### src/hdl/spq_pkg.sv
`timescale 1ns / 1ps

package spq_pkg;

    localparam int KEY_W   = 32;
    localparam int COUNT_W = 5;
    localparam int CAP_W   = 5;

    localparam logic [CAP_W-1:0] CAP_RESET = 5'd16;

    localparam logic KIND_INSERT = 1'b0;
    localparam logic KIND_REMOVE = 1'b1;

    typedef enum logic [1:0] {
        STAT_DONE  = 2'd0,
        STAT_FULL  = 2'd1,
        STAT_EMPTY = 2'd2
    } status_t;

    typedef struct packed {
        logic             kind;
        logic [KEY_W-1:0] key;
    } cmd_beat_t;

    typedef struct packed {
        logic [KEY_W-1:0]   removed_key;
        logic [1:0]         status;
        logic [COUNT_W-1:0] count;
    } result_beat_t;

    // per-cycle operation broadcast to every cell
    typedef struct packed {
        logic ins;
        logic rem;
    } cell_ctl_t;

endpackage

### src/hdl/spq_cell.sv
`timescale 1ns / 1ps

module spq_cell #(
    parameter int KEY_BITS = 32,
    parameter int CW       = 5,
    parameter int IDX      = 0
) (
    input  logic               clk,
    input  spq_pkg::cell_ctl_t ctl,
    input  logic [KEY_BITS-1:0] new_key,
    input  logic [CW-1:0]       fill,
    input  logic [KEY_BITS-1:0] prev_key,
    input  logic                prev_gt,
    input  logic [KEY_BITS-1:0] next_key,
    output logic [KEY_BITS-1:0] key,
    output logic                gt
);

    logic [KEY_BITS-1:0] key_reg;
    logic [KEY_BITS-1:0] key_next;
    logic                occ;
    logic                tail;

    assign occ  = CW'(IDX) < fill;
    assign tail = CW'(IDX) == fill;
    assign gt   = occ && (key_reg > new_key);
    assign key  = key_reg;

    always_comb
    begin
        key_next = key_reg;
        if (ctl.ins)
        begin
            if (prev_gt)
                key_next = prev_key;
            else if (gt || tail)
                key_next = new_key;
        end
        else if (ctl.rem)
        begin
            key_next = next_key;
        end
    end

    always_ff @(posedge clk)
    begin
        key_reg <= key_next;
    end

endmodule

### src/hdl/sorted_insert_priority_queue.sv
`timescale 1ns / 1ps

// Min priority queue held as a sorted row of DEPTH cells, smallest key in
// cell 0. On an insert every cell compares its key with the incoming key in
// parallel and takes its own, its lower neighbor's or the new key; on a remove
// every cell takes its upper neighbor's key. Busy stays low, one beat is
// taken per cycle, and its result beat appears with done high in the following
// cycle. The result must be captured in that cycle. Equal keys leave in
// arrival order. The capacity register may only be written while no command
// is in flight; values above DEPTH act as DEPTH and zero rejects every insert.
module sorted_insert_priority_queue #(
    parameter int DEPTH    = 16,
    parameter int KEY_BITS = 32
) (
    input  logic                                   clk,
    input  logic                                   rst_n,
    input  logic                                   start,
    output logic                                   busy,
    input  spq_pkg::cmd_beat_t                     cmd,
    output logic                                   done,
    output spq_pkg::result_beat_t                  result,
    input  logic                                   cfg_we,
    input  logic [spq_pkg::CAP_W-1:0]              cfg_wdata
);

    localparam int CW   = $clog2(DEPTH + 1);
    localparam int CMPW = (CW > spq_pkg::CAP_W) ? CW : spq_pkg::CAP_W;

    logic [spq_pkg::CAP_W-1:0] cap_reg;
    logic [CW-1:0]             fill_reg;
    logic [CW-1:0]             fill_next;
    logic                      done_reg;
    logic                      done_next;
    spq_pkg::result_beat_t     result_reg;
    spq_pkg::result_beat_t     result_next;

    logic                      accept;
    logic                      full;
    logic                      empty;
    logic [KEY_BITS-1:0]       new_key;
    spq_pkg::cell_ctl_t        ctl;

    logic [KEY_BITS-1:0]       cell_key [DEPTH];
    logic                      cell_gt  [DEPTH];

    assign busy    = 1'b0;
    assign accept  = start && !busy;
    assign new_key = KEY_BITS'(cmd.key);
    assign full    = (CMPW'(fill_reg) >= CMPW'(cap_reg)) || (fill_reg >= CW'(DEPTH));
    assign empty   = (fill_reg == '0);

    assign ctl.ins = accept && (cmd.kind == spq_pkg::KIND_INSERT) && !full;
    assign ctl.rem = accept && (cmd.kind == spq_pkg::KIND_REMOVE) && !empty;

    for (genvar i = 0; i < DEPTH; i++)
    begin : g_cell
        logic [KEY_BITS-1:0] prev_key;
        logic                prev_gt;
        logic [KEY_BITS-1:0] next_key;

        if (i == 0)
        begin : g_first
            assign prev_key = '0;
            assign prev_gt  = 1'b0;
        end
        else
        begin : g_mid
            assign prev_key = cell_key[i-1];
            assign prev_gt  = cell_gt[i-1];
        end

        if (i == DEPTH - 1)
        begin : g_last
            assign next_key = '0;
        end
        else
        begin : g_inner
            assign next_key = cell_key[i+1];
        end

        spq_cell #(
            .KEY_BITS (KEY_BITS),
            .CW       (CW),
            .IDX      (i)
        ) u_cell (
            .clk      (clk),
            .ctl      (ctl),
            .new_key  (new_key),
            .fill     (fill_reg),
            .prev_key (prev_key),
            .prev_gt  (prev_gt),
            .next_key (next_key),
            .key      (cell_key[i]),
            .gt       (cell_gt[i])
        );
    end

    always_comb
    begin
        fill_next               = fill_reg;
        done_next               = accept;
        result_next             = result_reg;
        if (accept)
        begin
            result_next.removed_key = '0;
            result_next.status      = spq_pkg::STAT_DONE;
            if (cmd.kind == spq_pkg::KIND_INSERT)
            begin
                if (full)
                    result_next.status = spq_pkg::STAT_FULL;
                else
                    fill_next = CW'(fill_reg + 1'b1);
            end
            else
            begin
                if (empty)
                    result_next.status = spq_pkg::STAT_EMPTY;
                else
                begin
                    result_next.removed_key = spq_pkg::KEY_W'(cell_key[0]);
                    fill_next               = CW'(fill_reg - 1'b1);
                end
            end
            result_next.count = spq_pkg::COUNT_W'(fill_next);
        end
    end

    always_ff @(posedge clk or negedge rst_n)
    begin
        if (!rst_n)
        begin
            cap_reg  <= spq_pkg::CAP_RESET;
            fill_reg <= '0;
            done_reg <= 1'b0;
        end
        else
        begin
            if (cfg_we)
                cap_reg <= cfg_wdata;
            fill_reg <= fill_next;
            done_reg <= done_next;
        end
    end

    always_ff @(posedge clk)
    begin
        result_reg <= result_next;
    end

    assign done   = done_reg;
    assign result = result_reg;

    a_fill_bound: assert property (@(posedge clk) disable iff (!rst_n)
        fill_reg <= CW'(DEPTH))
        else $error("fill count above depth");

    a_done_follows: assert property (@(posedge clk) disable iff (!rst_n)
        accept |=> done)
        else $error("accepted beat without result");

    a_full_hold: assert property (@(posedge clk) disable iff (!rst_n)
        (accept && cmd.kind == spq_pkg::KIND_INSERT && full) |=> $stable(fill_reg))
        else $error("dropped insert changed fill");

    a_empty_count: assert property (@(posedge clk) disable iff (!rst_n)
        (done && result.status == spq_pkg::STAT_EMPTY) |->
            (result.count == '0 && result.removed_key == '0))
        else $error("empty remove reported data");

    a_remove_dec: assert property (@(posedge clk) disable iff (!rst_n)
        ctl.rem |=> (fill_reg == CW'($past(fill_reg) - 1'b1)))
        else $error("remove did not shrink fill");

endmodule
### config.mk
export PLATFORM = sky130hd
export DESIGN_NAME = sorted_insert_priority_queue
export DESIGN_NICKNAME = d
export VERILOG_FILES = /design/src/hdl/spq_pkg.sv /design/src/hdl/spq_cell.sv /design/src/hdl/sorted_insert_priority_queue.sv
export SDC_FILE = /design/constraint.sdc
export NUM_CORES = 2
export LEC_CHECK = 0
export BUFFER_PORTS_ARGS = -buffer_cell sky130_fd_sc_hd__buf_2
export CORE_MARGIN = 8
export CORE_UTILIZATION = 47
export CTS_BUF_LIST = sky130_fd_sc_hd__clkbuf_16
export CTS_CLUSTER_SIZE = 16
export DETAILED_ROUTE_END_ITERATION = 6
export GPL_ROUTABILITY_DRIVEN = 0
export PLACE_DENSITY = 0.64
export REMOVE_ABC_BUFFERS = 1
export SKIP_CTS_REPAIR_TIMING = 1
export SLEW_MARGIN = 25
export SYNTH_ARGS = -nofsm -noshare
export SYNTH_HDL_FRONTEND = slang
export SYNTH_SLANG_ARGS = --single-unit
export TNS_END_PERCENT = 30
### constraint.sdc
create_clock -name clk -period 5.6 [get_ports clk]
set_input_delay 0.84 -clock clk [delete_from_list [all_inputs] [get_ports clk]]
set_output_delay 0.84 -clock clk [all_outputs]
set_load 0.005 [all_outputs]
* After elaboration in Yosys (flattened, before gate mapping) *
Index checks and enable logic that the tools add are counted.

storage, ports and cells
  register bits = 562
  output and inout port bits = 41
  input bits = 42
  logic and storage cells = 217

cells by class
  reductions and logical operators = 58
  multiplexer cells = 69
  $add $sub $neg = 2
  bitwise operators = 1
  order comparisons = 34
  equal/unequal tests = 31

operators by type and width
  cell                   number
  $mux W32               63
  $gt A32 B32 Y1         16
  $ne A3 B1 Y1 const B   15
  $eq A4 B5 Y1 const A   8
  $lt A4 B5 Y1 const A   8
  $reduce_and A2 Y1      16
  $eq A3 B5 Y1 const A   4
  $logic_and A1 B1 Y1    20
  $lt A3 B5 Y1 const A   4
  $logic_or A1 B1 Y1     17
  $mux W5                3
  $eq A2 B5 Y1 const A   2
  $lt A1 B5 Y1 const A   2
  $lt A2 B5 Y1 const A   2
  $add A5 B1 Y5 const B  1
  $eq A1 B5 Y1 const A   1
  $ge A5 B5 Y1           1
  $ge A5 B5 Y1 const B   1
  $logic_not A5 Y1       1
  $sub A5 B1 Y5 const B  1
  $mux W2                2
  $logic_not A1 Y1       2
  $ne A2 B1 Y1 const B   1
  $reduce_bool A2 Y1     1
  3 further kinds        3

* Depth between registers and ports, before layout *
  depth after elaboration = 6
  mapped depth = 12
  depth with buffers taken out = 8

* Modules after synthesis *
From an unflattened synthesis, not the netlist that was laid out.

second synthesis, totals
  cell total of the unflattened synthesis = 4325
  area, all modules = 41875.2 µm²

modules (own cells, without submodules)
  module                             sequential area each (µm²)  instances  cells each  area an instance (µm²)
  spq_cell at g_cell[11].u_cell ...  960.9                       2          259         2478.6
  spq_cell at g_cell[12].u_cell      960.9                       1          262         2536.2
  spq_cell at g_cell[9].u_cell       960.9                       1          261         2486.1
  spq_cell at g_cell[4].u_cell       960.9                       1          260         2482.4
  spq_cell at g_cell[0].u_cell       960.9                       1          258         2481.1
  spq_cell at g_cell[10].u_cell      960.9                       1          261         2481.1
  spq_cell at g_cell[5].u_cell       960.9                       1          259         2481.1
  spq_cell at g_cell[1].u_cell       960.9                       1          262         2476.1
  spq_cell at g_cell[13].u_cell      960.9                       1          259         2474.9
  spq_cell at g_cell[8].u_cell       960.9                       1          261         2474.9
  spq_cell at g_cell[15].u_cell      960.9                       1          257         2468.6
  spq_cell at g_cell[7].u_cell       960.9                       1          258         2468.6
  spq_cell at g_cell[2].u_cell       960.9                       1          259         2467.4
  spq_cell at g_cell[6].u_cell       960.9                       1          258         2462.4
  2 more rows                        -                           -          -           -

* Worst setup path before layout *
OpenSTA, ideal clock, no wires.

  path kind = input -> register
  start = in cmd[30] in the netlist's numbering
  end = reg g_cell[11].u_cell.key_reg[0] (enable)
  required time = 5.159 ns
  arrival time = 4.645 ns
  stages = 9
  path buffers = 1
  setup time = 0.441 ns
  slack = 0.514 ns
  cell sequence = inv_1 > ha_1 > nand4_1 > or4_1 > nor3_1 > o31a_1 > clkbuf_1 > nor2_1 > a31oi_1

on the way
  cells in the longest elaborated chain, start to end = 5
  elaborated cells on any way between the ends = 7
  classes of those cells = 2 x order compare; 1 x eq/ne; 4 x reduce/logical

ends and longest elaborated chain
  item                           line                                source
  start, declared                sorted_insert_priority_queue.sv:19  input spq_pkg::cmd_beat_t cmd,
  $gt A32 B32 Y1                 spq_cell.sv:26                      assign gt = occ && (key_reg > new_key);
  $logic_and A1 B1 Y1            spq_cell.sv:26
  $logic_or A1 B1 Y1             spq_cell.sv:36                      else if (gt || tail)
  $ne A3 B1 Y1 (no line) *       -
  $reduce_and A2 Y1 (no line) *  -
  end signal, assigned           spq_cell.sv:47                      key_reg <= key_next;
  end, declared                  spq_cell.sv:19                      logic [KEY_BITS-1:0] key_reg;

Every way passes the cells marked *; elsewhere a longest branch is shown, timed or not.
A chain may end at the register's enable or synchronous reset.

* Final worst setup path *
  start = in cmd[30] in the netlist's numbering
  end = reg g_cell[9].u_cell.key_reg[7], data pin

on the way
  cells in the longest elaborated chain, start to end = 4

ends and longest elaborated chain
  item                                    line            source
  $gt A32 B32 Y1                          spq_cell.sv:26
  $logic_and A1 B1 Y1                     spq_cell.sv:26
  $mux W32                                spq_cell.sv:34  if (prev_gt)
  $mux W32                                spq_cell.sv:32  if (ctl.ins)
  named net g_cell[9].u_cell.key_next[7]  spq_cell.sv:20  logic [KEY_BITS-1:0] key_next;
  end signal, assigned                    spq_cell.sv:47
  end, declared                           spq_cell.sv:19

The timed path passes the listed nets, and every way through them passes these cells.

==> impl_metrics.toml <==
[synthesis]
synth-seq-cells = 562
syn_inst = 4217
synth.area.mux_share = 0.000556
synthTopCellsByArea = "edfxtp_1 41%, ha_1 16%, o211ai_1 8.4%"
synth_seq_area_share = 0.416
syn-cell-area_um2 = 40500
yosysUniqueCellTypes = 76
yosys.area.top_type_share = 0.409
yosysMostFrequentCell = "edfxtp_1"
yosys.area.top_type = "edfxtp_1"
ys.flop_type = "edfxtp_1"
synth_adder_area_share = 0.161
synth_edf_count = 551
synth_compound_area_frac = 0.227
synth-xor-area-share = 0.00151
yosys-top-cells-count = "551 x edfxtp_1, 522 x ha_1, 451 x o211ai_1"
yosys.area_share.simple = 0.155
synth_top_family_by_area = "compound AO/OA/AOI/OAI gates"
syn_area_per_cell_um2 = 9.60
yosys_warnings = 0
synthArstFlopShare = 0.0196

[sta]
fin_skew_ns = 0.0248
period_needed_ns = 4.45
setup_viol = 0
tightestPinTransition_ns = 1.07
rsz0062_at_grt = "no"
slew_headroom = 0.281
layout_setup_ws_ns = 1.15
slew_violations = 0
final-hold-violation-count = 0
fmax_ghz = 0.225
finalSetupTns_ns = 0
finalCritPeriodShare = 0.795

[critical_path]
cp.depth = 11
crit_arrival_ns = 4.78
critPathMaxStageDelay_ns = 0.81
path_delay_family = "buffers and inverters"
cp.required_ns = 5.93
cp_slowest_cell = "nor4_1"
worst-path-max-fanout = 32
path_cells = "buf_2 > inv_1 > buf_4 > ha_1 > nand4_1 > nor4_1 > o311a_1 > buf_4 > or2_1 > buf_4 > o211ai_1"
r2r-end = "g_cell[3].u_cell.key[23]"
endpoint_kind = "register"
start_kind = "input pin"
r2r_slack_ns = 1.30
crit_path_frequent_cell = "buf_4"
critPathKind = "input pin to register"
crit_path_end = "g_cell[9].u_cell.key[7]"
r2r.worst_path.cells = 10
timing.rr.start = "fill_reg[0]"
path_buf_inv = 5
critPathLaunch = "cmd[30]"

[grt]
grt_util_all_layers = 0.281
antenna_found_initial = 3
grt_pass1_wl_um = 211000
grt_max_degree = 116
grt_pass1_vias = 35000
grt_overflow_total = 0

[flow_run]
maxCapViolations = 0

[clock_tree]
clock_path_buffers = 3
clk_latency_ns = 0.63
clkTransAtPathRegs_ns = 0.06
cts-root-buf = "clkbuf_16"
h-tree-depth = 3
numCtsBuffers = 71
cts_sinks = 562
cts_tree = "yes"

[place]
dp_slack_ns = 0.747
dp_hpwl_um = 103000
portBuffers = 81
place_inst = 5277

[power]
ir_worst_vdd_mv = 0.335
power_density_nw_per_um2 = 477
leakage_nw = 16.9

[route]
finalWirelength_um = 138000
vias_per_cell = 6.71
first_iter_violations = 3878
avgRoutedWirePerCell_um = 25.6
num_vias = 36300
drcViolationCount = 0
first_pass_iters = 6
ant_nets = 0

[floorplan]
initial_core_util = 0.475
dieArea_um2 = 95800
fp.dieW_um = 309
boundaryPins = 83
rows = 107
die_h_um = 309
core_um2 = 85300

[final_layout]
area_growth_pct = 11.1
drive_gt1_frac = 0.0888
largest_reg_flops = 512
final_nets = 4771
stdcell_count = 5404

[outcome]
outcome = "finished clean"

[min_path]
hp-class = "input pin to asynchronous set/reset pin"
final cells by class:
type | count | area, um2
clock inverter | 48 | 347
clock buffer | 75 | 1880
multi-input combinational | 3288 | 22700
timing repair buffer | 223 | 1620
antenna | 3 | 7.51
sequential | 562 | 16800
inverter | 61 | 229
fill | 7797 | 40300
tap | 1144 | 1430
worst min-delay path by stage:
stage,startpoint,endpoint,slack (ns),cells after the start
5_1_grt,rst_n,fill_reg[3],0.09,1
3_3_place_gp,cap_reg[4],cap_reg[4],0.51,2
3_5_place_dp,cap_reg[4],cap_reg[4],0.51,2
6_report,rst_n,fill_reg[3],0.09,1
2_1_floorplan,cap_reg[4],cap_reg[4],0.48,2
4_1_cts,rst_n,fill_reg[3],0.07,1
power by group:
part | leakage, nW | internal [mW] | switching (mW)
logic | 10.4 | 3.03 | 5.93
registers | 5.37 | 6.75 | 1.19
clock network | 1.12 | 2.63 | 1.93
total | 16.9 | 12.4 | 9.04
metrics by stage:
step	cell area, um2	util	total power [mW]	hold WS (ns)
final	45000	0.528	21.5	0.0896
after global routing	45000	0.528	22.7	0.0851
after CTS	45000	0.527	21.3	0.0693
after detailed placement	42700	0.501	16.7	0.511
after global placement	42700	0.500	16.4	0.506
after floorplan	39100	-	13.7	0.476
metal layers:
metal	part of all wire	vias to the layer above	wire, um	track usage
li1	-	16500	-	-
met1	0.42	17600	58000	0.386
met2	0.45	1732	62600	0.441
met3	0.080	343	11100	0.0404
met4	0.047	2	6550	0.122
met5	0.000072	-	10	0
kinds of logic (layout without fill, tap and decap cells):
logic type,Yosys count,after routing
buffers and inverters,367,407
and+or+nand+nor,1320,1320
AOI/OAI and AO/OA,1436,1436
adders and majority gates,522,522
xor gates and xnor gates,7,7
DFF,562,562
muxes,2,2
other,1,4
cells in the final DEF, fill, tap and decap left out, types with 25 or more instances in the layout:
cell type	count
a21oi_1	261
a31oi_1	229
and2_1	34
buf_2	81
buf_4	132
clkbuf_16	75
edfxtp_1	551
ha_1	522
inv_1	70
nand2_1	428
nand3_1	212
nand4_1	121
nor2_1	283
nor3_1	32
o211ai_1	451
o21ai_0	326
or3_1	101
or4_1	25
(Power assumes the default switching activity.)
